--- config.mk ---
export PLATFORM = sky130hd
export DESIGN_NAME = prtb_front
export DESIGN_NICKNAME = d
export VERILOG_FILES = /design/src/prtb_pkg.sv /design/src/prtb_front.sv
export SDC_FILE = /design/constraint.sdc
export NUM_CORES = 1
export LEC_CHECK = 0
export BUFFER_PORTS_ARGS = -buffer_cell sky130_fd_sc_hd__buf_2
export CAP_MARGIN = 20
export CORE_AREA = 3 3 98 100
export CTS_BUF_LIST = sky130_fd_sc_hd__clkbuf_8
export CTS_CLUSTER_DIAMETER = 40
export DETAILED_ROUTE_END_ITERATION = 16
export DIE_AREA = 0 0 101 103
export PLACE_DENSITY = 0.9
export SYNTH_ARGS = -nofsm -noshare
export SYNTH_HDL_FRONTEND = slang
export SYNTH_SLANG_ARGS = --single-unit
export TNS_END_PERCENT = 30
--- constraint.sdc ---
create_clock -name aclk -period 10.2 [get_ports aclk]
set_input_delay 0.51 -clock aclk [delete_from_list [all_inputs] [get_ports aclk]]
set_output_delay 0.51 -clock aclk [all_outputs]
set_load 0.01 [all_outputs]
--- src/prtb_pkg.sv ---
// Shared types, codes and helper functions of the palette template recolor blend unit.
`timescale 1ns / 1ps

package prtb_pkg;

    // Request codes
    localparam logic CMD_WRITE = 1'b0;
    localparam logic CMD_PIXEL = 1'b1;

    // Configuration register indexes
    localparam int   CFG_IDX_W  = 1;
    localparam int   CFG_DATA_W = 12;
    localparam logic CFG_HEIGHT = 1'b0;
    localparam logic CFG_COUNT  = 1'b1;

    // Palette entry kinds
    localparam logic [1:0] KIND_OPAQUE = 2'd0;
    localparam logic [1:0] KIND_ALPHA  = 2'd1;

    // First-pass operation on the mask pixel
    localparam logic [1:0] MOP_PASS  = 2'd0;
    localparam logic [1:0] MOP_COPY  = 2'd1;
    localparam logic [1:0] MOP_INDEX = 2'd2;

    // Source of a copied first-pass result
    localparam logic [1:0] SRC_ZERO   = 2'd0;
    localparam logic [1:0] SRC_ABOVE  = 2'd1;
    localparam logic [1:0] SRC_COLUMN = 2'd2;

    localparam logic [23:0] RGB_LIMIT   = 24'h200000;
    localparam logic [23:0] LOW_NIBBLES = 24'h0f0f0f;

    localparam int QUEUE_DEPTH = 4;

    typedef struct packed {
        logic        is_pix;
        logic [1:0]  mask_op;
        logic [1:0]  copy_src;
        logic [23:0] mask;
        logic [11:0] mask_idx;
        logic        blend_chk;
        logic [11:0] base_idx;
        logic        wr_ok;
        logic [1:0]  kind;
        logic [31:0] value;
        logic [9:0]  index;
    } prtb_item_t;

    // Palette index from the high nibble of each byte
    function automatic logic [11:0] prtb_idx_of(input logic [23:0] rgb);
        return {rgb[23:20], rgb[15:12], rgb[7:4]};
    endfunction

    // Pixel that may index the palette: small enough and low nibbles clear
    function automatic logic prtb_is_plain(input logic [23:0] rgb);
        return (rgb <= RGB_LIMIT) && ((rgb & LOW_NIBBLES) == 24'd0);
    endfunction

    // One channel of the alpha blend with 8-bit weights
    function automatic logic [7:0] prtb_mix(input logic [7:0] x, input logic [7:0] y,
                                            input logic [7:0] al);
        logic [8:0]  inv;
        logic [16:0] sum;
        inv = 9'd256 - {1'b0, al};
        sum = 17'(x) * 17'(al) + 17'(y) * 17'(inv);
        return sum[15:8];
    endfunction

endpackage

--- src/prtb_front.sv ---
// Front end: configuration registers, pixel position tracking and request classification.
`timescale 1ns / 1ps

module prtb_front #(
    parameter int MAX_HEIGHT    = 2048,
    parameter int PALETTE_DEPTH = 1024
) (
    input  logic                                aclk,
    input  logic                                aresetn,
    input  logic                                cfg_wr_en,
    input  logic [prtb_pkg::CFG_IDX_W-1:0]      cfg_index,
    input  logic [prtb_pkg::CFG_DATA_W-1:0]     cfg_data,
    input  logic                                s_valid,
    input  logic                                s_ready,
    input  logic                                s_cmd,
    input  logic                                s_first_of_image,
    input  logic [23:0]                         s_base_pixel,
    input  logic [23:0]                         s_mask_pixel,
    input  logic [9:0]                          s_entry_index,
    input  logic [1:0]                          s_entry_kind,
    input  logic [31:0]                         s_entry_value,
    output logic                                push,
    output prtb_pkg::prtb_item_t                push_item,
    output logic [$clog2(MAX_HEIGHT)-1:0]       push_row
);
    import prtb_pkg::*;

    localparam int RW = $clog2(MAX_HEIGHT);
    localparam int HW = $clog2(MAX_HEIGHT + 1);
    localparam int CW = (HW > 12) ? HW : 12;

    logic [11:0]   height_reg;
    logic [10:0]   count_reg;
    logic [RW-1:0] row_reg, row_next;
    logic          fc_reg, fc_next;
    logic [HW-1:0] fill_reg, fill_next;

    logic [CW-1:0] h_ext, hgt;
    logic [RW-1:0] row_in, row_sel;
    logic          fc_in;
    logic [CW-1:0] row_inc;
    logic          wrap;
    logic [11:0]   mask_idx, base_idx;
    logic          mask_ok, base_ok;

    assign push = s_valid && s_ready;

    always_comb begin
        h_ext = CW'(height_reg);
        if (h_ext == '0) begin
            hgt = CW'(1);
        end else if (h_ext > CW'(MAX_HEIGHT)) begin
            hgt = CW'(MAX_HEIGHT);
        end else begin
            hgt = h_ext;
        end

        row_in  = s_first_of_image ? '0 : row_reg;
        fc_in   = s_first_of_image ? 1'b1 : fc_reg;
        // restart the column when the height shrank below the position
        row_sel = (CW'(row_in) >= hgt) ? '0 : row_in;
        row_inc = CW'(row_sel) + 1'b1;
        wrap    = (row_inc >= hgt);

        row_next  = wrap ? '0 : row_inc[RW-1:0];
        fc_next   = wrap ? 1'b0 : fc_in;
        // rows are always written in order from row 0, so one count covers them
        fill_next = (CW'(fill_reg) < row_inc) ? row_inc[HW-1:0] : fill_reg;

        mask_idx = prtb_idx_of(s_mask_pixel);
        base_idx = prtb_idx_of(s_base_pixel);
        mask_ok  = (mask_idx < {1'b0, count_reg}) && ({20'd0, mask_idx} < PALETTE_DEPTH);
        base_ok  = (base_idx < {1'b0, count_reg}) && ({20'd0, base_idx} < PALETTE_DEPTH);

        push_item.is_pix    = (s_cmd == CMD_PIXEL);
        push_item.mask      = s_mask_pixel;
        push_item.mask_idx  = mask_idx;
        push_item.base_idx  = base_idx;
        push_item.blend_chk = prtb_is_plain(s_base_pixel) && base_ok;
        push_item.wr_ok     = ({22'd0, s_entry_index} < PALETTE_DEPTH);
        push_item.kind      = s_entry_kind;
        push_item.value     = s_entry_value;
        push_item.index     = s_entry_index;

        if (s_mask_pixel > RGB_LIMIT) begin
            push_item.mask_op = MOP_PASS;
        end else if ((s_mask_pixel & LOW_NIBBLES) != 24'd0) begin
            push_item.mask_op = MOP_COPY;
        end else if (mask_ok) begin
            push_item.mask_op = MOP_INDEX;
        end else begin
            push_item.mask_op = MOP_PASS;
        end

        if (fc_in) begin
            push_item.copy_src = (row_sel == '0) ? SRC_ZERO : SRC_ABOVE;
        end else begin
            // a row never written since reset reads as zero
            push_item.copy_src = (CW'(row_sel) < CW'(fill_reg)) ? SRC_COLUMN : SRC_ZERO;
        end

        push_row = row_sel;
    end

    always_ff @(posedge aclk) begin
        if (!aresetn) begin
            height_reg <= 12'd1;
            count_reg  <= '0;
            row_reg    <= '0;
            fc_reg     <= 1'b1;
            fill_reg   <= '0;
        end else begin
            if (cfg_wr_en) begin
                case (cfg_index)
                    CFG_HEIGHT: height_reg <= cfg_data;
                    CFG_COUNT:  count_reg  <= cfg_data[10:0];
                    default:    ;
                endcase
            end
            if (push && (s_cmd == CMD_PIXEL)) begin
                row_reg  <= row_next;
                fc_reg   <= fc_next;
                fill_reg <= fill_next;
            end
        end
    end

endmodule

---- Word-level counts from Yosys, hierarchy flattened ----
Index checks and enable logic that the tools add are counted.
word-level totals
  input port bits ......................... 112
  output and inout bits ................... 111
  word-level logic and storage cells ...... 44
  bits in registers ....................... 47
operators by class
  reduce and logical (&&, ||, !) cells .... 13
  $add $sub $neg .......................... 1
  magnitude comparators ................... 11
  bitwise logic cells ..................... 1
  muxes and demuxes ....................... 13
operator list
  operator                 number
  $mux W11                 3
  $gt A24 B22 Y1 const B   1
  $le A24 B22 Y1 const B   1
  $logic_not A24 Y1        1
  $lt A12 B11 Y1           2
  $lt A12 B11 Y1 const B   2
  $mux W12                 2
  $reduce_bool A24 Y1      1
  $add A11 B1 Y12 const B  1
  $ge A11 B12 Y1           1
  $ge A12 B12 Y1           1
  $gt A12 B12 Y1 const B   1
  $logic_not A12 Y1        1
  $lt A11 B12 Y1           1
  $lt A12 B12 Y1           1
  $logic_not A11 Y1        1
  $mux W2                  5
  $logic_and A1 B1 Y1      6
  $reduce_and A2 Y1        3
  $mux W1                  3
  $not A1 Y1               1

---- Logic depth before layout (Yosys ltp) ----
  depth in word-level cells ............... 8
  gate-level depth with buffers ........... 24
  mapped depth without buffers ............ 23

---- Least setup slack after synthesis ----
OpenSTA, ideal clock, no wires.
  path kind ............................... input port to flip-flop
  start ................................... input s_first_of_image
  end ..................................... register row_reg[0]
  data required time ...................... 10.112 ns
  setup time .............................. 0.088 ns
  stages on the path ...................... 22
  setup slack ............................. 5.255 ns
  data arrival time ....................... 4.857 ns
  buffers on the path ..................... 3
  cells stage by stage .................... clkbuf_1 -> clkbuf_1 -> nor2b_1 -> ha_1 -> a211oi_1 -> nor3_1 -> or3_4 -> nor3_1 -> nand2_1 -> inv_1 -> ha_1 -> nand4_1 -> nor2_1 -> nand3_1 -> xor2_1 -> nor2_1 -> ha_1 -> a21o_1 -> a2111oi_0 -> a21oi_1 -> buf_2 -> o31ai_1
between the ends
  word-level cells in the longest chain between the ends .. 6
ends and longest elaborated chain
  what                   RTL line           text
  from (decl)            prtb_front.sv:16   input logic s_first_of_image,
  $mux W11 *             prtb_front.sv:58   row_in = s_first_of_image ? '0 : row_reg;
  $ge A11 B12 Y1         prtb_front.sv:61   row_sel = (CW'(row_in) >= hgt) ? '0 : row_in;
  $mux W11 *             prtb_front.sv:61
  named net push_row[1]  prtb_front.sv:24   output logic [$clog2(MAX_HEIGHT)-1:0] push_row
  $add A11 B1 Y12 *      prtb_front.sv:62   row_inc = CW'(row_sel) + 1'b1;
  named net row_inc[8]   prtb_front.sv:41   logic [CW-1:0] row_inc;
  $ge A12 B12 Y1 *       prtb_front.sv:63   wrap = (row_inc >= hgt);
  $mux W11 *             prtb_front.sv:65   row_next = wrap ? '0 : row_inc[RW-1:0];
  to (signal assigned)   prtb_front.sv:121  row_reg <= row_next;
  to (decl)              prtb_front.sv:34   logic [RW-1:0] row_reg, row_next;
Mark *: on every way through the listed nets, which the timed path passes. The rest lies on a longest branch.
A chain may end at the register's enable or synchronous reset.

---- Final worst setup path ----
  start ................................... register height_reg[11] (netlist: h_ext[11])
  end ..................................... register fc_reg
between the ends
  word-level cells in the longest chain between the ends .. 8
  elaborated cells between the ends (all ways) .. 9
  those cells by class .................... add/sub: 1; order compare: 3; mux: 4; reduce/logical: 1
ends and longest elaborated chain
  what                    RTL line           text
  from (decl)             prtb_front.sv:32   logic [11:0] height_reg;
  from (signal assigned)  prtb_front.sv:115  CFG_HEIGHT: height_reg <= cfg_data;
  $gt A12 B12 Y1          prtb_front.sv:52   end else if (h_ext > CW'(MAX_HEIGHT)) begin
  $mux W12                prtb_front.sv:52
  $mux W12 *              prtb_front.sv:50   if (h_ext == '0) begin
  $ge A11 B12 Y1 *        prtb_front.sv:61
  $mux W11 *              prtb_front.sv:61
  $add A11 B1 Y12 *       prtb_front.sv:62
  named net row_inc[4]    prtb_front.sv:41
  $ge A12 B12 Y1 *        prtb_front.sv:63
  $mux W1 *               prtb_front.sv:66   fc_next = wrap ? 1'b0 : fc_in;
  to (signal assigned)    prtb_front.sv:122  fc_reg <= fc_next;
  to (decl)               prtb_front.sv:35   logic fc_reg, fc_next;
Marked as above.

==> results by group <==
Outcome
  • Outcome: finished, final reports clean

Placement
  • IO buf count: approximately 130
  • Routability cong.: 0.940
  • Dpl hpwl: just under 10000 µm

Clocking
  • H-tree depth: 2
  • Post-CTS Hold Buffers: 0
  • Clk Latency, worst-skew pair: ~0.31 ns
  • TritonCTS clock tree: done
  • Post-CTS Setup Bufs: 0
  • Clock transition at path regs: approximately 0.09 ns
  • Root Driver: clkbuf_8
  • CTS Sinks: 47
  • Maximum buffer depth of the clock tree: 2
  • TritonCTS Buffers: 5
  • PostCTS Resize Cnt: 0

Synthesis
  • Synthesized net count: 763
  • Flops & latches, synth: 47
  • Synth Cell Area: between 4000 and 5000 µm²
  • Post-synth ARST share: 0%
  • Sequential-to-total area share from yosys stat: 20.8%
  • Most common cell in the synthesized netlist: nand2_1
  • Yosys Warn Count: 0
  • Synth cell count leaders: 108 x nand2_1, 94 x buf_4, 61 x ha_1
  • Synth area leader: dfxtp_1
  • Post-synth EDFFs: 0
  • Synth unique cells: 54
  • Top-area cell type share of the netlist area: 20.8%
  • Area contributors post-synth: dfxtp_1 21%, ha_1 17%, buf_4 16%, nand2_1 9.0%, a21boi_0 3.7%
  • Synth Flop Type: dfxtp_1
  • Syn avg cell area: between 7 and 8 µm²
  • Mapped Cells: 590

STA
  • Skew final: approximately 0.013 ns
  • RSZ-0062 raised after global routing: no
  • Worst slew pin tran: between 1 and 1.5 ns
  • Final Critical Period: 5.57 ns
  • # setup viols final: 0
  • Hold Vio Cnt, Final: 0
  • Slew HR: around 27%
  • Pins Over Slew Limit: 0
  • Fin crit share: a little over half
  • Setup Total Neg Slack: 0 ns
  • Max Fclk: 0.180 GHz
  • Hold_ws: between 0.4 and 0.5 ns

Die
  • Die area: about 10000 µm²
  • Die outline height: roughly 100 µm
  • Initial Util: about half
  • Core footprint: 8760 µm²
  • Num rows: 34
  • DIE WIDTH: 101 µm
  • Top Ports: around 220

GRT
  • Largest net degree at the start of global routing: 52
  • Total GRT Usage: around 22%
  • Grt ovf: 0
  • Initial antenna violation count: 0
  • Vias in the first global route: ~4100
  • Global-route wire length before repair: around 19000 µm

Setup path
  • Crit. End Element: flop
  • CP max stage delay: ~0.84 ns
  • CP Class: reg -> reg
  • Worst path cell trace: clkinv_1 > nand2_1 > ha_1 > a211oi_1 > nor3_1 > or3_4 > nor3_1 > nand2_1 > inv_1 > ha_1 > nand3_1 > xnor2_1 > nand2_1 > inv_1 > ha_1 > o2111ai_1 > o21ai_0 > maj3_1 > nand4_1 > a21oi_1 > a22oi_1
  • Slowest stage cell, crit path: a21oi_1
  • Crit path DAT: 5.70 ns
  • Critical-path maximum fanout: 12
  • CP Buf/Inv Count: 3
  • Worst Path Required: about 10 ns
  • Startpoint Class: flop
  • Worst path top cell family by delay: compound AO/OA/AOI/OAI gates

Final layout
  • Fillers: 779
  • Post-synthesis to final-layout area growth: 3.01%
  • Reg area: between 900 and 1000 µm²
  • Layout cell share with drive strength beyond 1: between 20% and 30%
  • Area of the multi-input gates: 2660 µm²
  • Diode count: 0
  • Final net count: slightly below 800

Routing
  • DR vias/cell: 5.71
  • Antenna-violating nets left: 0
  • DR pass1 iterations: 5
  • Final WL: 11900 µm
  • Drt wl/cell: ~16 µm
  • Via Count: between 4000 and 5000
  • Starting DRT DRC Count: between 200 and 300
  • Post-route DRC: 0

Pwr
  • Power per Cell Area: slightly above 90 nW/µm²
  • P_leak: 2.23 nW
  • Worst VDD drop: approximately 0.000065 V

Job
  • Max cap viols: 0

Hold path
  • Worst min path class: in -> reg
==> layout by cell type (no fill, tap or decap), types with 3 or more instances in the layout <==
cell type | Yosys | layout
nor4_1 | 14 | 14
ha_1 | 61 | 61
xnor2_1 | 7 | 7
and3_1 | 6 | 6
nand2b_1 | 6 | 6
nand3_1 | 9 | 9
dfxtp_1 | 47 | 47
nor3_1 | 10 | 10
o31ai_1 | 12 | 12
a211oi_1 | 3 | 3
and2_1 | 7 | 7
a21oi_1 | 21 | 21
a21o_1 | 9 | 9
buf_2 | 1 | 133
clkbuf_8 | 0 | 6
nor2_1 | 22 | 22
nand2_1 | 108 | 108
nand4_1 | 7 | 7
a21boi_0 | 22 | 22
inv_1 | 37 | 37
mux2i_1 | 11 | 11
nor2b_1 | 13 | 13
o21ai_0 | 10 | 10
==> worst min-delay path, cell delays in order <==
cell and delay [ns]:
buf_2 0.10, nand2_1 0.05, nand3_1 0.07
==> metal layers <==
layer,GRT usage (%),routed length (µm),up-vias
met5,0,0,-
met4,9.00,349,0
met3,3.59,851,54
met2,42.5,6250,213
met1,23.8,4400,1911
li1,-,-,1986
==> power breakdown <==
group | total, mW | internal [mW] | switching [mW]
registers | 0.192 | 0.188 | 0.00367
clock network | 0.145 | 0.0794 | 0.0653
logic | 0.0950 | 0.0390 | 0.0561
==> area by class of cell <==
cell class	instances	area share, %
inverter	38	3.06
clock buffer	6	1.77
clock inverter	2	0.752
sequential	47	20.2
tap	108	2.90
multi-input combinational	395	57.0
timing repair buffer	133	14.3
==> through the flow <==
step / area, µm² / utilization [%] / power [mW] / worst slack, ns / instances
5_1_grt: 4660 / 53.2 / 0.451 / 4.10 / 729
3_3_place_gp: 4540 / 51.8 / 0.286 / 4.98 / 721
4_1_cts: 4660 / 53.2 / 0.434 / 4.79 / 729
2_1_floorplan: 4520 / - / 0.281 / 5.26 / 590
6_report: 4660 / 53.2 / 0.432 / 4.63 / 729
3_5_place_dp: 4540 / 51.8 / 0.290 / 4.73 / 721
==> kinds of logic (layout without fill, tap and decap cells) <==
| group | Yosys count | in the layout | synth area share, % |
|---|---|---|---|
| flip-flops | 47 | 47 | 20.8 |
| other | 1 | 1 | 0.0829 |
| multiplexers | 12 | 12 | 2.68 |
| buffers and inverters | 148 | 179 | 20.4 |
| XOR/XNOR | 9 | 9 | 1.74 |
| AND/OR/NAND/NOR | 217 | 217 | 23.0 |
| AO/OA/AOI/OAI | 92 | 92 | 13.7 |
| adder cells (fa/ha/maj) | 64 | 64 | 17.6 |
==> path summary, 6_finish.rpt <==
| kind | startpoint | cells past startpoint | endpoint | slack (ns) |
|---|---|---|---|---|
| hold / removal | cfg_data[0] | 3 | h_ext[0] | 0.46 |
| setup reg to reg | h_ext[11] | 21 | fc_reg | 4.63 |
| hold reg to reg | count_reg[10] | 2 | count_reg[10] | 0.48 |
| setup / recovery | h_ext[11] | 21 | fc_reg | 4.63 |
Power figures use the tool's default switching activity.
