File: src/prtb_pkg.sv
// Shared types, codes and helper functions of the palette template recolor blend unit.
`timescale 1ns / 1ps

package prtb_pkg;

    // Request codes
    localparam logic CMD_WRITE = 1'b0;
    localparam logic CMD_PIXEL = 1'b1;

    // Configuration register indexes
    localparam int   CFG_IDX_W  = 1;
    localparam int   CFG_DATA_W = 12;
    localparam logic CFG_HEIGHT = 1'b0;
    localparam logic CFG_COUNT  = 1'b1;

    // Palette entry kinds
    localparam logic [1:0] KIND_OPAQUE = 2'd0;
    localparam logic [1:0] KIND_ALPHA  = 2'd1;

    // First-pass operation on the mask pixel
    localparam logic [1:0] MOP_PASS  = 2'd0;
    localparam logic [1:0] MOP_COPY  = 2'd1;
    localparam logic [1:0] MOP_INDEX = 2'd2;

    // Source of a copied first-pass result
    localparam logic [1:0] SRC_ZERO   = 2'd0;
    localparam logic [1:0] SRC_ABOVE  = 2'd1;
    localparam logic [1:0] SRC_COLUMN = 2'd2;

    localparam logic [23:0] RGB_LIMIT   = 24'h200000;
    localparam logic [23:0] LOW_NIBBLES = 24'h0f0f0f;

    localparam int QUEUE_DEPTH = 4;

    typedef struct packed {
        logic        is_pix;
        logic [1:0]  mask_op;
        logic [1:0]  copy_src;
        logic [23:0] mask;
        logic [11:0] mask_idx;
        logic        blend_chk;
        logic [11:0] base_idx;
        logic        wr_ok;
        logic [1:0]  kind;
        logic [31:0] value;
        logic [9:0]  index;
    } prtb_item_t;

    // Palette index from the high nibble of each byte
    function automatic logic [11:0] prtb_idx_of(input logic [23:0] rgb);
        return {rgb[23:20], rgb[15:12], rgb[7:4]};
    endfunction

    // Pixel that may index the palette: small enough and low nibbles clear
    function automatic logic prtb_is_plain(input logic [23:0] rgb);
        return (rgb <= RGB_LIMIT) && ((rgb & LOW_NIBBLES) == 24'd0);
    endfunction

    // One channel of the alpha blend with 8-bit weights
    function automatic logic [7:0] prtb_mix(input logic [7:0] x, input logic [7:0] y,
                                            input logic [7:0] al);
        logic [8:0]  inv;
        logic [16:0] sum;
        inv = 9'd256 - {1'b0, al};
        sum = 17'(x) * 17'(al) + 17'(y) * 17'(inv);
        return sum[15:8];
    endfunction

endpackage

File: src/prtb_queue.sv
// Short request queue between the classifying front and the executing back.
`timescale 1ns / 1ps

module prtb_queue #(
    parameter int WIDTH = 8
) (
    input  logic             aclk,
    input  logic             aresetn,
    input  logic             push,
    input  logic [WIDTH-1:0] push_data,
    output logic             full,
    input  logic             pop,
    output logic             head_valid,
    output logic [WIDTH-1:0] head_data
);
    import prtb_pkg::*;

    localparam int PW = $clog2(QUEUE_DEPTH);

    logic [WIDTH-1:0] slot_reg [QUEUE_DEPTH];
    logic [PW-1:0]    wr_ptr_reg, wr_ptr_next;
    logic [PW-1:0]    rd_ptr_reg, rd_ptr_next;
    logic [PW:0]      count_reg, count_next;

    assign full       = (count_reg == (PW+1)'(QUEUE_DEPTH));
    assign head_valid = (count_reg != '0);
    assign head_data  = slot_reg[rd_ptr_reg];

    always_comb begin
        wr_ptr_next = push ? wr_ptr_reg + 1'b1 : wr_ptr_reg;
        rd_ptr_next = pop ? rd_ptr_reg + 1'b1 : rd_ptr_reg;
        count_next  = count_reg;
        if (push && !pop) begin
            count_next = count_reg + 1'b1;
        end else if (pop && !push) begin
            count_next = count_reg - 1'b1;
        end
    end

    always_ff @(posedge aclk) begin
        if (!aresetn) begin
            wr_ptr_reg <= '0;
            rd_ptr_reg <= '0;
            count_reg  <= '0;
        end else begin
            wr_ptr_reg <= wr_ptr_next;
            rd_ptr_reg <= rd_ptr_next;
            count_reg  <= count_next;
        end
    end

    always_ff @(posedge aclk) begin
        if (push) begin
            slot_reg[wr_ptr_reg] <= push_data;
        end
    end

endmodule

File: config.mk
export PLATFORM = sky130hd
export DESIGN_NAME = prtb_queue
export DESIGN_NICKNAME = d
export VERILOG_FILES = /design/src/prtb_pkg.sv /design/src/prtb_queue.sv
export SDC_FILE = /design/constraint.sdc
export NUM_CORES = 1
export LEC_CHECK = 0
export BUFFER_PORTS_ARGS = -buffer_cell sky130_fd_sc_hd__buf_2
export CAP_MARGIN = 30
export CORE_ASPECT_RATIO = 2
export CORE_UTILIZATION = 44
export CTS_CLUSTER_DIAMETER = 150
export DETAILED_ROUTE_END_ITERATION = 10
export GPL_ROUTABILITY_DRIVEN = 0
export HOLD_SLACK_MARGIN = 0.02
export PLACE_DENSITY = 0.67
export SETUP_SLACK_MARGIN = 0.1
export SYNTH_ARGS = -nofsm -noshare
export SYNTH_HDL_FRONTEND = slang
export SYNTH_SLANG_ARGS = --single-unit
File: constraint.sdc
create_clock -name aclk -period 2.9 [get_ports aclk]
set_clock_uncertainty 0.1 [all_clocks]
set_input_delay 0.29 -clock aclk [delete_from_list [all_inputs] [get_ports aclk]]
set_output_delay 0.29 -clock aclk [all_outputs]
set_load 0.05 [all_outputs]
-- After elaboration in Yosys (flattened, before gate mapping)
Memory sizes are Yosys's and may differ from the RTL's. A register that Yosys moved wholly into a read port is not among the register bits.
Cells that the tools add are included.
- bits in registers: 7
- latch bits: 0
- memory bits (writable): 32
- ROM bits: 0
- output and inout bits: 10
- word-level logic and storage cells: 21
- memories kept: 1
- add/sub/neg operators: 4
- multiply operators: 0
- div/mod/pow operators: 0
- magnitude comparators: 0
- eq/ne operators: 1
- shift-type cells: 0
- multiplexer cells: 6
- bitwise operators: 0
- reductions and logical operators: 6
- memory list (name ; words ; width ; rd ports ; clocked after memory_dff ; write ports ; line ; text):
    slot_reg ; 4 ; 8 ; 1 ; 1 ; 1 ; prtb_queue.sv:20 ; logic [WIDTH-1:0] slot_reg [QUEUE_DEPTH];
- operator list (operator ; number):
    2-to-1 mux 3 bit ; 2
    adder 2 x 1 -> 2 bit, second input constant ; 2
    2-to-1 mux 2 bit ; 2
    adder 3 x 1 -> 3 bit, second input constant ; 1
    equality test 3 bit, second input constant ; 1
    nonzero test 3 bit ; 1
    subtractor 3 x 1 -> 3 bit, second input constant ; 1
    logical AND 1 bit ; 2
    logical NOT 1 bit ; 2
    2-to-1 mux 1 bit ; 2
    nonzero test 2 bit ; 1

-- Longest topological paths before layout
Gate-level depths: netlist of run 1.
- word-level depth: 4
- depth in mapped cells: 7
- gate-level depth less buffers: 7

-- Worst setup path before layout of run 1
Ideal clock, no wire load.
- kind: register to output
- start point: register count_reg[0]
- end point: output port full
- data arrival time: 1498 ps
- path slack: 1012 ps
- stages on the path, launching flop included: 2
- path buffers: 0
- cells stage by stage: dfxtp_1 > nor3b_1
- word-level cells in the longest chain between the ends: 1
- RTL lines (element ; line ; text):
    start, declared ; prtb_queue.sv:23 ; logic [PW:0] count_reg, count_next;
    start signal, assigned ; prtb_queue.sv:48 ; count_reg <= count_next;
    equality test 3 bit ; prtb_queue.sv:25 ; assign full = (count_reg == (PW+1)'(QUEUE_DEPTH));
    end, declared ; prtb_queue.sv:11 ; output logic full,
Every way passes these cells.

==> results of run 1 <==
## power breakdown
group	switching [uW]	internal, uW
clock network	186	167
registers	27.0	671
logic	137	75.3
total	350	913
## worst max path at each step
stage                                     end                      start  slack, ns  depth (start not counted)
floorplan                                full  count_reg[0]$_SDFFE_PN0P_       1.01                          1
global placement                 head_data[1]                  flip-flop       1.05                          2
detailed placement  count_reg[2]$_SDFFE_PN0P_                       push       1.03                          7
CTS                              head_data[7]                  flip-flop       0.72                          2
global route                     head_data[2]                  flip-flop       0.64                          2
finish                           head_data[2]                  flip-flop       0.77                          2
## routing by layer
metal / track usage (%) / routed length (um)
met1: 14.4 / 868
met2: 23.0 / 1220
met3: 5.60 / 100
met4: 9.09 / 59
met5: 0 / 0
## worst reg2reg max path: stages, from the launching register on
cell                       delay [ns]
sky130_fd_sc_hd__dfxtp_1         0.36
sky130_fd_sc_hd__fa_1            0.44
sky130_fd_sc_hd__xor2_1          0.18
sky130_fd_sc_hd__or3_1           0.30
sky130_fd_sc_hd__a21boi_1        0.14
## metrics by stage
step           hold slack [ns]  util (%)
2_1_floorplan            0.289         -
5_1_grt                 0.0995      53.7
3_3_place_gp             0.374      51.3
3_5_place_dp             0.390      51.3
4_1_cts                  0.103      53.7
6_report                 0.110      53.7
## cells in the mapped netlist
cell	n
sky130_fd_sc_hd__edfxtp_1	32
sky130_fd_sc_hd__and2_1	9
sky130_fd_sc_hd__dfxtp_1	9
sky130_fd_sc_hd__mux4_2	8
sky130_fd_sc_hd__ha_1	5
sky130_fd_sc_hd__inv_1	4
sky130_fd_sc_hd__xor2_1	3
sky130_fd_sc_hd__mux2i_1	2
sky130_fd_sc_hd__nor2b_1	2
sky130_fd_sc_hd__or3_1	2
sky130_fd_sc_hd__xnor2_1	2
sky130_fd_sc_hd__a21boi_1	1
sky130_fd_sc_hd__buf_6	1
sky130_fd_sc_hd__clkbuf_2	1
sky130_fd_sc_hd__fa_1	1
sky130_fd_sc_hd__nand2_1	1
sky130_fd_sc_hd__nor3b_1	1
sky130_fd_sc_hd__o21ai_0	1
## cells by family (layout without fill, tap and decap cells)
| logic type | count (synthesis) | after routing | synth area share, % |
|---|---|---|---|
| compound gates | 2 | 2 | 0.780 |
| flops | 41 | 41 | 71.1 |
| mux | 10 | 10 | 12.5 |
| xor+xnor | 5 | 5 | 2.73 |
| simple gates | 15 | 15 | 5.77 |
| fa+ha+maj | 6 | 6 | 5.15 |
| buf+inv | 6 | 33 | 1.95 |
## area by class of cell
type | count | share of cell area [%]
clock buffer | 6 | 3.95
clock inverter | 2 | 0.545
inverter | 4 | 0.818
multi-input combinational | 38 | 23.5
sequential | 41 | 62.2
tap | 48 | 3.27
timing repair buffer | 21 | 5.73
==> results.md, run 1 <==
Drt:
- In the routed layout, each cell is associated on average with a via count of 4.70.
- The count of routing violations after the opening detailed-route iteration is 8.
- Once detail routing completed, the nets flagged for antenna violations numbered 0.
- The number of iterations in the first detailed-routing pass is 2.
- Dividing the detail-routed wire length by the instance count gives 14.1 um.
- In the routed design, unresolved DRC markers number 0.
- The number of vias in the routed layout is 752.
- For this block, the routed nets add up to 2250 um of wire.

Layout:
- The fraction of final layout cells sized beyond drive strength 1 is 32.1%.
- In the layout the commonest cells are 32 x sky130_fd_sc_hd__edfxtp_1, 21 x sky130_fd_sc_hd__buf_2, 9 x sky130_fd_sc_hd__and2_1, 9 x sky130_fd_sc_hd__dfxtp_1, 8 x sky130_fd_sc_hd__mux4_2.
- The final cell area excluding filler cells is 1840 um2.
- The filler cells instantiated in the layout total 288.
- The most common cell after layout, fill and taps aside is sky130_fd_sc_hd__edfxtp_1.
- The layout-stage area growth over the synthesis result is 14.4%.
- The multi-input gate area in the final layout is 432 um2.
- The number of flip-flops in the largest register is 32.
- 0 antenna diodes ended up in the layout.
- Excluding fillers, the count of instances in the completed layout stands at 160.
- The combined flip-flop and latch cell area is 1140 um2.
- For this run, the post-layout net count is 129.

GRT:
- The number of global-route vias before repair is 838.
- Global routing finished with a remaining overflow of 0.
- Entering global routing, the biggest net connects 13 pins.
- The first-pass GRT wire length is 3690 um.
- The number of antenna violations at the first check in global routing came to 0.
- The total track usage is 14.1%.

Yosys:
- A synthesized cell averages 18.9 um2.
- The count of different cell masters after synthesis is 18.
- Synthesis inferred 41 register bits.
- The area of the mapped netlist is 1600 um2.
- After synthesis, the cell types taking the most area are sky130_fd_sc_hd__edfxtp_1 60%, sky130_fd_sc_hd__dfxtp_1 11%, sky130_fd_sc_hd__mux4_2 11%.
- The portion of the post-synthesis area used by sequential elements is 71.1%.
- The cell type contributing the most total cell area after synthesis is sky130_fd_sc_hd__edfxtp_1.
- The net count after synthesis is 103.
- The area fraction of the dominant cell type after synthesis is 59.9%.
- The post-synthesis cell count is 85.
- The number of warnings printed during yosys synthesis is 0.

Floorplanning:
- The boundary pin count is 22.
- The height of the die is 87.4 um.
- The die covers 3910 um2.
- The core box area is 3420 um2.
- The placement row count is 30.
- The horizontal extent of the die is 44.7 um.
- Once the floorplan was initialized, standard cells occupied 47.0% of the core.

STA:
- For the pin with the worst max-slew slack, the measured transition is 0.536 ns.
- The highest achievable clock rate is 469 MHz.
- Setup violations remaining at the end of the flow were counted as 0.
- The final count of pins violating max slew is 0.
- The worst path uses 73.6% of the clock period.
- Setup repair after global routing left no endpoint under its margin.
- Setup slack closes at 0.767 ns.
- After layout, the minimum clock period comes to 2.13 ns.
- The total negative slack for setup checks is 0 ns.
- The headroom to the max-slew limit is 64.2%.
- The number of failing hold endpoints at the final stage is 0.

Clocking:
- The clock latency at the later pin of the worst-skew pair is 0.29 ns.
- Counting every sink on the clock net gives 41.
- The post-CTS setup-driven buffer insertion count is 0.
- The maximum clock path buffer count is 2.
- The CTS H-tree depth is 2.
- The CTS tree is done.
- For this design, the CTS-stage hold fixing added 0 buffers.
- After clock tree synthesis, the clock-pin slew on the worst setup and hold paths is 0.07 ns.
- In this run the clock root is driven by a sky130_fd_sc_hd__clkbuf_8.
- The number of buffers created by CTS is 5.
- Post-CTS repair changed the size of 0 cells.

Setup path:
- Walking the worst path, the cells encountered are mux4_2 > buf_2.
- Of all nets on the critical path, the largest fanout is 8.
- At the worst endpoint, the required time is 2.51 ns.
- For this run, the slowest stage of the critical path takes 0.66 ns.
- The kind of start point of the critical path is a flip-flop.
- Data on the critical path arrives at its endpoint at 1.74 ns.
- The cell family with the largest share of critical-path delay is flip-flops.
- The slowest stage of the critical path is the sky130_fd_sc_hd__dfxtp_1 cell.
- The setup check on the worst reg-to-reg path leaves a slack of 1.33 ns.
- The buffers plus inverters on the worst setup path is 1.
- The endpoint of the lowest-slack register-to-register path is count_reg[2]$_SDFFE_PN0P_.
- The critical path endpoint category is an output port.
- The path type of the worst setup path is reg2out.
- The number of cells on the worst reg-to-reg path is 4.
- The startpoint of the worst register-to-register path is count_reg[0]$_SDFFE_PN0P_.

Placement:
- The count of buffers added on input and output ports is 21.
- Prior to clock tree synthesis, the placed netlist has a worst setup slack of 1.03 ns.
- The count of placed standard cells including taps is 152.
- The post-DP HPWL is 1650 um.
- The placed instances occupy a cell area of 1750 um2.

Status:
- The run finished with clean final reports.

Run:
- The tool flagged a number of max-cap violations equal to 0.

Pwr:
- The total power after layout is 1260 uW.
- Power spread over the standard cell area amounts to 688 nW/um2.
- The worst voltage drop across the vdd grid is 0.393 mV.
- The analysis attributes to cell leakage a power of 0.000672 uW.

Hold path:
- Counting instances, the worst hold path has a depth of 1.
- The class of the worst hold path is in2reg.
- The source of the worst hold timing path is push_data[2].
- The path with the worst hold slack has its endpoint at slot_reg[1][2]$_DFFE_PP_.
No activity file was read; power rests on OpenSTA's default activity.
==> run 2: changes to the inputs <==
Settings changed: ABC_AREA from default to 1.
Clock period 2.9 ns to 2 ns, I/O delays scaled along.
==> results.md, run 2 <==
Layout:
- Most used cells in the layout excluding fill and tap cells: 32 x sky130_fd_sc_hd__edfxtp_1, 20 x sky130_fd_sc_hd__buf_2, 19 x sky130_fd_sc_hd__nor2_1 (was 32 x sky130_fd_sc_hd__edfxtp_1, 21 x sky130_fd_sc_hd__buf_2, 9 x sky130_fd_sc_hd__and2_1, 9 x sky130_fd_sc_hd__dfxtp_1, 8 x sky130_fd_sc_hd__mux4_2).
- The layout-stage area growth over the synthesis result is 18.6% (was 14.4%).
- The final net count is 183 (was 129).
- The final core utilization was 54.0% (was 53.7%).
- The number of flip-flops in the largest register is 32 (unchanged).
- The most common cell after layout, fill and taps aside was sky130_fd_sc_hd__edfxtp_1 (unchanged).
- The number of diodes added for antenna fixing is 0 (unchanged).
- The final cell area excluding filler cells is 1950 um2 (was 1840 um2).
- The fraction of final layout cells sized beyond drive strength 1 was 22.9% (was 32.1%).

Yosys:
- The net count after synthesis was 153 (was 103).
- The main flop type after synthesis is sky130_fd_sc_hd__edfxtp_1 (unchanged).
- The number of warnings printed during yosys synthesis is 0 (unchanged).
- The area of the mapped netlist is 1640 um2 (was 1600 um2).
- The area fraction of the dominant cell type after synthesis is 58.5% (was 59.9%).
- The count of different cell masters after synthesis was 18 (unchanged).
- The fraction of registers with async set or reset after synthesis came to 0% (unchanged).
- The portion of the post-synthesis area used by sequential elements is 69.5% (was 71.1%).
- The most frequently used cell type in the post-synthesis netlist is sky130_fd_sc_hd__edfxtp_1 (unchanged).
- The number of enable flip-flop cells after synthesis is 32 (unchanged).
- The average size of a mapped cell is 12.2 um2 (was 18.9 um2).
- The flip-flop and latch count after synthesis is 41 (unchanged).
- The post-synthesis cell count is 135 (was 85).
- Commonest cells in the synthesized netlist: 32 x sky130_fd_sc_hd__edfxtp_1, 19 x sky130_fd_sc_hd__nor2_1, 18 x sky130_fd_sc_hd__o21ai_0, 16 x sky130_fd_sc_hd__inv_1, 10 x sky130_fd_sc_hd__nand2_1 (was 32 x sky130_fd_sc_hd__edfxtp_1, 9 x sky130_fd_sc_hd__and2_1, 9 x sky130_fd_sc_hd__dfxtp_1, 8 x sky130_fd_sc_hd__mux4_2, 5 x sky130_fd_sc_hd__ha_1).
- Top area cells in the synthesized netlist: sky130_fd_sc_hd__edfxtp_1 59%, sky130_fd_sc_hd__dfxtp_1 11%, sky130_fd_sc_hd__o21ai_0 5.5% (was sky130_fd_sc_hd__edfxtp_1 60%, sky130_fd_sc_hd__dfxtp_1 11%, sky130_fd_sc_hd__mux4_2 11%).
- The cell type contributing the most total cell area after synthesis is sky130_fd_sc_hd__edfxtp_1 (unchanged).

Placement:
- The post-DP HPWL is 2110 um (was 1650 um).
- The pre-CTS setup slack came to 0.440 ns (was 1.03 ns).
- The total cell area at the placement stage is 1790 um2 (was 1750 um2).
- The number of input and output port buffers inserted came to 21 (unchanged).

Pwr:
- The total power after layout is 1960 uW (was 1260 uW).
- The worst voltage drop across the vdd grid is 0.684 mV (was 0.393 mV).
- The leakage power figure came to 0.000780 uW (was 0.000672 uW).
- The power per cell area is 1010 nW/um2 (was 688 nW/um2).

Drt:
- The number of iterations in the first detailed-routing pass was 4 (was 2).
- The per-cell via count in the routed design is 4.91 (was 4.70).
- The total wirelength of the detailed-routed design is 2890 um (was 2250 um).
- The count of antenna-violating nets left after detailed routing was 0 (unchanged).
- The number of vias in the routed layout was 1056 (was 752).
- The count of routing violations after the opening detailed-route iteration is 15 (was 8).
- The routed length per instance is 13.4 um (was 14.1 um).
- The detailed-route DRC error count is 0 (unchanged).

Floorplanning:
- The boundary pin count is 22 (unchanged).
- The initial core utilization is 45.5% (was 47.0%).
- The horizontal extent of the die was 45.2 um (was 44.7 um).
- The height of the die is 88.4 um (was 87.4 um).
- The placement row count is 31 (was 30).
- The die footprint is 3990 um2 (was 3910 um2).
- The core box area is 3610 um2 (was 3420 um2).

Setup path:
- The critical path endpoint category is an output port (unchanged).
- Crit path cell chain: inv_2 > o21ai_0 > o22ai_1 > buf_2 (was mux4_2 > buf_2).
- The buffers plus inverters on the worst setup path is 2 (was 1).
- The cell at the slowest stage of the critical path is sky130_fd_sc_hd__dfxtp_2 (was sky130_fd_sc_hd__dfxtp_1).
- The kind of start point of the critical path is a flip-flop (unchanged).
- The highest fanout seen on the critical path is 16 (was 8).
- The data arrival time of the critical path was 1.48 ns (was 1.74 ns).
- The longest individual stage delay on the worst path came to 0.36 ns (was 0.66 ns).
- The cell family with the largest share of critical-path delay is buffers and inverters (was flip-flops).
- The path type of the worst setup path was reg2out (unchanged).
- The required time of the critical path was 1.70 ns (was 2.51 ns).

GRT:
- The remaining global-route overflow is 0 (unchanged).
- The number of global-route vias before repair is 1077 (was 838).
- The largest net degree at the start of global routing came to 17 (was 13).
- The number of antenna violations at the first check in global routing was 0 (unchanged).
- The total track usage came to 16.1% (was 14.1%).
- The first-pass GRT wire length is 4400 um (was 3690 um).

STA:
- The final count of pins violating max slew is 0 (unchanged).
- The total negative slack for setup checks is 0 ns (unchanged).
- The routed design could run at a clock period as short as 1.78 ns.
- Unrepaired setup endpoints after global routing: no (unchanged).
- After layout, the worst path uses 89.2% of the clock period.
- The setup slack after layout came to 0.216 ns (was 0.767 ns).
- The final-report setup violation count came to 0 (unchanged).
- The slew at the pin closest to its max-slew limit is 0.376 ns (was 0.536 ns).
- The headroom to the max-slew limit came to 74.9% (was 64.2%).
- The highest achievable clock rate is 561 MHz.
- The number of failing hold endpoints at the final stage was 0 (unchanged).

Clocking:
- The clock-pin slew on the worst setup and hold paths came to 0.08 ns (was 0.07 ns).
- The post-CTS setup-driven buffer insertion count was 0 (unchanged).
- The library cell used as clock root buffer is sky130_fd_sc_hd__clkbuf_8 (unchanged).
- The CTS tree is done (unchanged).
- The clock latency at the later pin of the worst-skew pair is 0.29 ns (about the same).
- The number of buffers created by CTS is 5 (unchanged).
- The CTS H-tree depth is 2 (unchanged).
- The maximum clock path buffer count is 2 (unchanged).
- The number of clock sinks was 41 (unchanged).

Run:
- The total of max-cap violations was 0 (unchanged).

Status:
- Status: complete, no violations (unchanged).

Hold path:
- The class of the worst hold path is in2reg (unchanged).
[run 2: cell count changes in the layout (fill, tap and decap cells not counted), moves of 8 or more]
cell	before	now
sky130_fd_sc_hd__nor2_1	0	19
sky130_fd_sc_hd__o21ai_0	1	18
sky130_fd_sc_hd__inv_1	4	15
sky130_fd_sc_hd__and2_1	9	0
sky130_fd_sc_hd__nand2_1	1	10
sky130_fd_sc_hd__mux4_2	8	0
sky130_fd_sc_hd__o22ai_1	0	8
[run 2: through the flow]
stage          instances  hold slack [ns]
3_3_place_gp         204            0.316
6_report             215           0.0295
4_1_cts              213           0.0205
3_5_place_dp         204            0.320
5_1_grt              215           0.0208
2_1_floorplan        135            0.199
[run 2: power breakdown]
group	leakage (uW)	switching, uW	internal (uW)
combinational	0.000354	212	77.9
sequential	0.000369	24.8	964
clock	0.0000574	277	406
[run 2: path summary, 6_finish.rpt]
path,start,cells past startpoint,end,slack [ns]
hold reg to reg,rd_ptr_reg[1]$_SDFFE_PN0P_,1,flip-flop,0.38
setup / recovery,flip-flop,4,head_data[3],0.22
setup reg to reg,count_reg[0]$_SDFFE_PN0P_,7,count_reg[2]$_SDFFE_PN0P_,0.65
hold / removal,push_data[0],1,slot_reg[3][0]$_DFFE_PP_,0.03
[run 2: final cells by class]
| cell class | count | area [um2] |
|---|---|---|
| clock buffer | 6 | 82.6 |
| clock inverter | 2 | 37.5 |
| fill | 307 | 1660 |
| inverter | 17 | 63.8 |
| multi-input combinational | 75 | 414 |
| sequential | 41 | 1140 |
| tap | 49 | 61.3 |
| timing repair buffer | 25 | 145 |
[run 2: per-layer routing]
layer / GRT usage [%] / up-vias / wire [um]
met1: 13.9 / 497 / 1060
met4: 10.5 / 0 / 73
met2: 30.4 / 26 / 1680
met5: 0 / - / 0
met3: 3.67 / 6 / 80
li1: - / 527 / -
[run 2: timing repair]
action	CTS	global route
hold buffers	1	2
setup endpoints to repair	0	4
resized for setup	0	3
hold endpoints to repair	2	8
[run 2: worst register-to-register path, stage by stage, from the launching register on]
cell and delay (ns):
sky130_fd_sc_hd__dfxtp_1 0.36, sky130_fd_sc_hd__fa_1 0.45, sky130_fd_sc_hd__inv_1 0.07, sky130_fd_sc_hd__nand2_1 0.07, sky130_fd_sc_hd__nand3_1 0.08, sky130_fd_sc_hd__nand2_1 0.05, sky130_fd_sc_hd__inv_1 0.05, sky130_fd_sc_hd__nor2_1 0.04
[run 2: logic make-up after synthesis]
| kind of cell | share of synthesized area, % |
|---|---|
| DFF | 69.5 |
| and+or+nand+nor | 8.77 |
| AOI/OAI and AO/OA | 11.4 |
| buffers and inverters | 5.26 |
| adders and majority gates | 5.03 |
==> run 3: changes to the inputs <==
Settings changed: CORE_UTILIZATION 44 to 40, PLACE_DENSITY 0.67 to 0.62.
==> results.md, run 3 (same netlist as run 2, synthesis figures left out) <==
Drt:
- The per-cell via count in the routed design is 4.82 (was 4.91).
- The detailed-route DRC error count came to 0 (unchanged).
- The count of routing violations after the opening detailed-route iteration is 26 (was 15).
- The number of iterations in the first detailed-routing pass is 4 (unchanged).
- The routed length per instance came to 12.8 um (was 13.4 um).
- The number of vias in the routed layout is 1060 (was 1056).
- The count of antenna-violating nets left after detailed routing is 0 (unchanged).
- The total wirelength of the detailed-routed design was 2820 um (was 2890 um).

Floorplanning:
- The boundary pin count came to 22 (unchanged).
- The horizontal extent of the die came to 47.3 um (was 45.2 um).
- The die footprint is 4380 um2 (was 3990 um2).
- The placement row count was 32 (was 31).
- The height of the die came to 92.6 um (was 88.4 um).
- The initial core utilization is 42.3% (was 45.5%).
- The core box area is 3880 um2 (was 3610 um2).

Pwr:
- The leakage power figure was 0.000804 uW (was 0.000780 uW).
- The total power after layout is 2060 uW (was 1960 uW).
- The power per cell area is 1030 nW/um2 (was 1010 nW/um2).
- The worst voltage drop across the vdd grid is 0.926 mV (was 0.684 mV).

Layout:
- The multi-input gate area in the final layout was 414 um2 (unchanged).
- The number of flip-flops in the largest register is 32 (unchanged).
- The final net count is 186 (was 183).
- The number of fillers in the final layout is 368 (was 307).
- The number of diodes added for antenna fixing is 0 (unchanged).
- The fraction of final layout cells sized beyond drive strength 1 is 22.5% (was 22.9%).
- The final cell area excluding filler cells is 2000 um2 (was 1950 um2).
- Most used cells in the layout excluding fill and tap cells: 32 x sky130_fd_sc_hd__edfxtp_1, 19 x sky130_fd_sc_hd__nor2_1, 19 x sky130_fd_sc_hd__buf_2 (was 32 x sky130_fd_sc_hd__edfxtp_1, 20 x sky130_fd_sc_hd__buf_2, 19 x sky130_fd_sc_hd__nor2_1).
- The combined flip-flop and latch cell area is 1140 um2 (unchanged).
- The layout-stage area growth over the synthesis result is 21.6% (was 18.6%).
- The most common cell after layout, fill and taps aside is sky130_fd_sc_hd__edfxtp_1 (unchanged).

Clocking:
- The clock-pin slew on the worst setup and hold paths was 0.08 ns (about the same).
- The post-CTS setup-driven buffer insertion count was 0 (unchanged).
- The library cell used as clock root buffer is sky130_fd_sc_hd__clkbuf_8 (unchanged).
- The number of clock sinks is 41 (unchanged).
- The CTS tree was done (unchanged).
- The clock latency at the later pin of the worst-skew pair is 0.29 ns (about the same).
- The number of buffers created by CTS is 5 (unchanged).
- The maximum clock path buffer count is 2 (unchanged).
- The CTS H-tree depth is 2 (unchanged).

Run:
- The total of max-cap violations is 0 (unchanged).

GRT:
- The first-pass GRT wire length is 4580 um (was 4400 um).
- The remaining global-route overflow was 0 (unchanged).
- The number of global-route vias before repair came to 1028 (was 1077).
- The number of antenna violations at the first check in global routing is 0 (unchanged).
- The global-route met3 utilization came to 3.90% (was 3.67%).
- The total track usage is 15.6% (was 16.1%).
- The peak-usage layer in the global routing report is met2 (unchanged).
- The met1 usage in global routing came to 15.4% (was 13.9%).
- The largest net degree at the start of global routing came to 17 (unchanged).
- The met2 usage in global routing is 25.0% (was 30.4%).

Setup path:
- The required time of the critical path is 1.70 ns (about the same).
- The data arrival time of the critical path is 1.44 ns (was 1.48 ns).
- The critical path endpoint category is an output port (unchanged).
- The path type of the worst setup path is reg2out (unchanged).
- The highest fanout seen on the critical path is 16 (unchanged).
- The kind of start point of the critical path is a flip-flop (unchanged).
- The number of cells on the worst reg-to-reg path is 4 (was 7).

STA:
- The time the final worst path needs with I/O delays and setup came to 1.74 ns (was 1.78 ns).
- The setup slack after layout came to 0.258 ns (was 0.216 ns).
- The headroom to the max-slew limit is 73.6% (was 74.9%).
- The final count of pins violating max slew was 0 (unchanged).
- The highest achievable clock rate was 574 MHz (was 561 MHz).
- The slew at the pin closest to its max-slew limit is 0.396 ns (was 0.376 ns).
- The total negative slack for setup checks came to 0 ns (unchanged).
- The period utilization is 87.1% (was 89.2%).
- The number of failing hold endpoints at the final stage is 0 (unchanged).
- Unrepaired setup endpoints after global routing: no (unchanged).
- The final-report setup violation count is 0 (unchanged).

Placement:
- The total cell area at the placement stage came to 1800 um2 (was 1790 um2).
- The post-DP HPWL is 1990 um (was 2110 um).
- The pre-CTS setup slack is 0.464 ns (was 0.440 ns).
- The number of input and output port buffers inserted is 21 (unchanged).

Hold path:
- The depth of the worst hold-timing path is 1 (unchanged).
- The class of the worst hold path is in2reg (unchanged).

Status:
- Status: complete, no violations (unchanged).
-- run 3: cell count changes in the layout (fill, tap and decap cells not counted) --
| cell | before | now |
|---|---|---|
| sky130_fd_sc_hd__dlygate4sd3_1 | 3 | 6 |
| sky130_fd_sc_hd__buf_2 | 20 | 19 |
| sky130_fd_sc_hd__bufinv_16 | 1 | 2 |
| sky130_fd_sc_hd__clkbuf_4 | 1 | 2 |
| sky130_fd_sc_hd__clkbuf_8 | 6 | 5 |
| sky130_fd_sc_hd__clkinv_2 | 0 | 1 |
| sky130_fd_sc_hd__clkinvlp_4 | 1 | 0 |
-- run 3: worst max-delay path: stages, from the launching register on --
cell and delay [ns]:
sky130_fd_sc_hd__dfxtp_2 0.36, sky130_fd_sc_hd__inv_2 0.25, sky130_fd_sc_hd__o21ai_0 0.12, sky130_fd_sc_hd__o22ai_1 0.13, sky130_fd_sc_hd__buf_2 0.29
-- run 3: what timing repair did --
action / 4_1_cts / 5_1_grt
resized for setup: 0 / 4
hold buffers: 6 / 0
endpoints found under the hold margin: 24 / 0
endpoints found under the setup margin: 0 / 3
-- run 3: where the power goes --
| part | leakage [uW] | switching [uW] | internal, uW |
|---|---|---|---|
| logic | 0.000367 | 211 | 82.7 |
| clock network | 0.0000681 | 283 | 496 |
| registers | 0.000369 | 24.9 | 964 |
| total | 0.000804 | 518 | 1540 |
-- run 3: final timing paths --
path	to	startpoint	slack, ns
max reg2reg	slot_reg[1][1]$_DFFE_PP_	wr_ptr_reg[1]$_SDFFE_PN0P_	0.62
min	slot_reg[3][2]$_DFFE_PP_	push_data[2]	0.03
max	head_data[3]	flip-flop	0.26
min reg2reg	flip-flop	rd_ptr_reg[1]$_SDFFE_PN0P_	0.34
-- run 3: final cells by class --
type                            count  share of cell area [%]
Multi-Input combinational cell     75                    20.8
Clock inverter                      3                    3.26
Clock buffer                        5                    3.45
Timing Repair Buffer               28                    8.90
Sequential cell                    41                    57.2
Tap cell                           51                    3.20
Inverter                           17                    3.20
-- run 3: per-stage QoR --
stage                     utilization (%)  hold WS [ns]  instances
after floorplan                         -         0.199        135
after global placement               46.2         0.309        206
after detailed placement             46.2         0.316        206
after CTS                            51.2        0.0253        220
after global routing                 51.4        0.0231        220
final                                51.4        0.0307        220
-- run 3: metal layers --
layer,wire [um],vias to the layer above
li1,-,535
met1,1030,487
met5,0,-
met3,136,11
met4,135,0
met2,1520,27
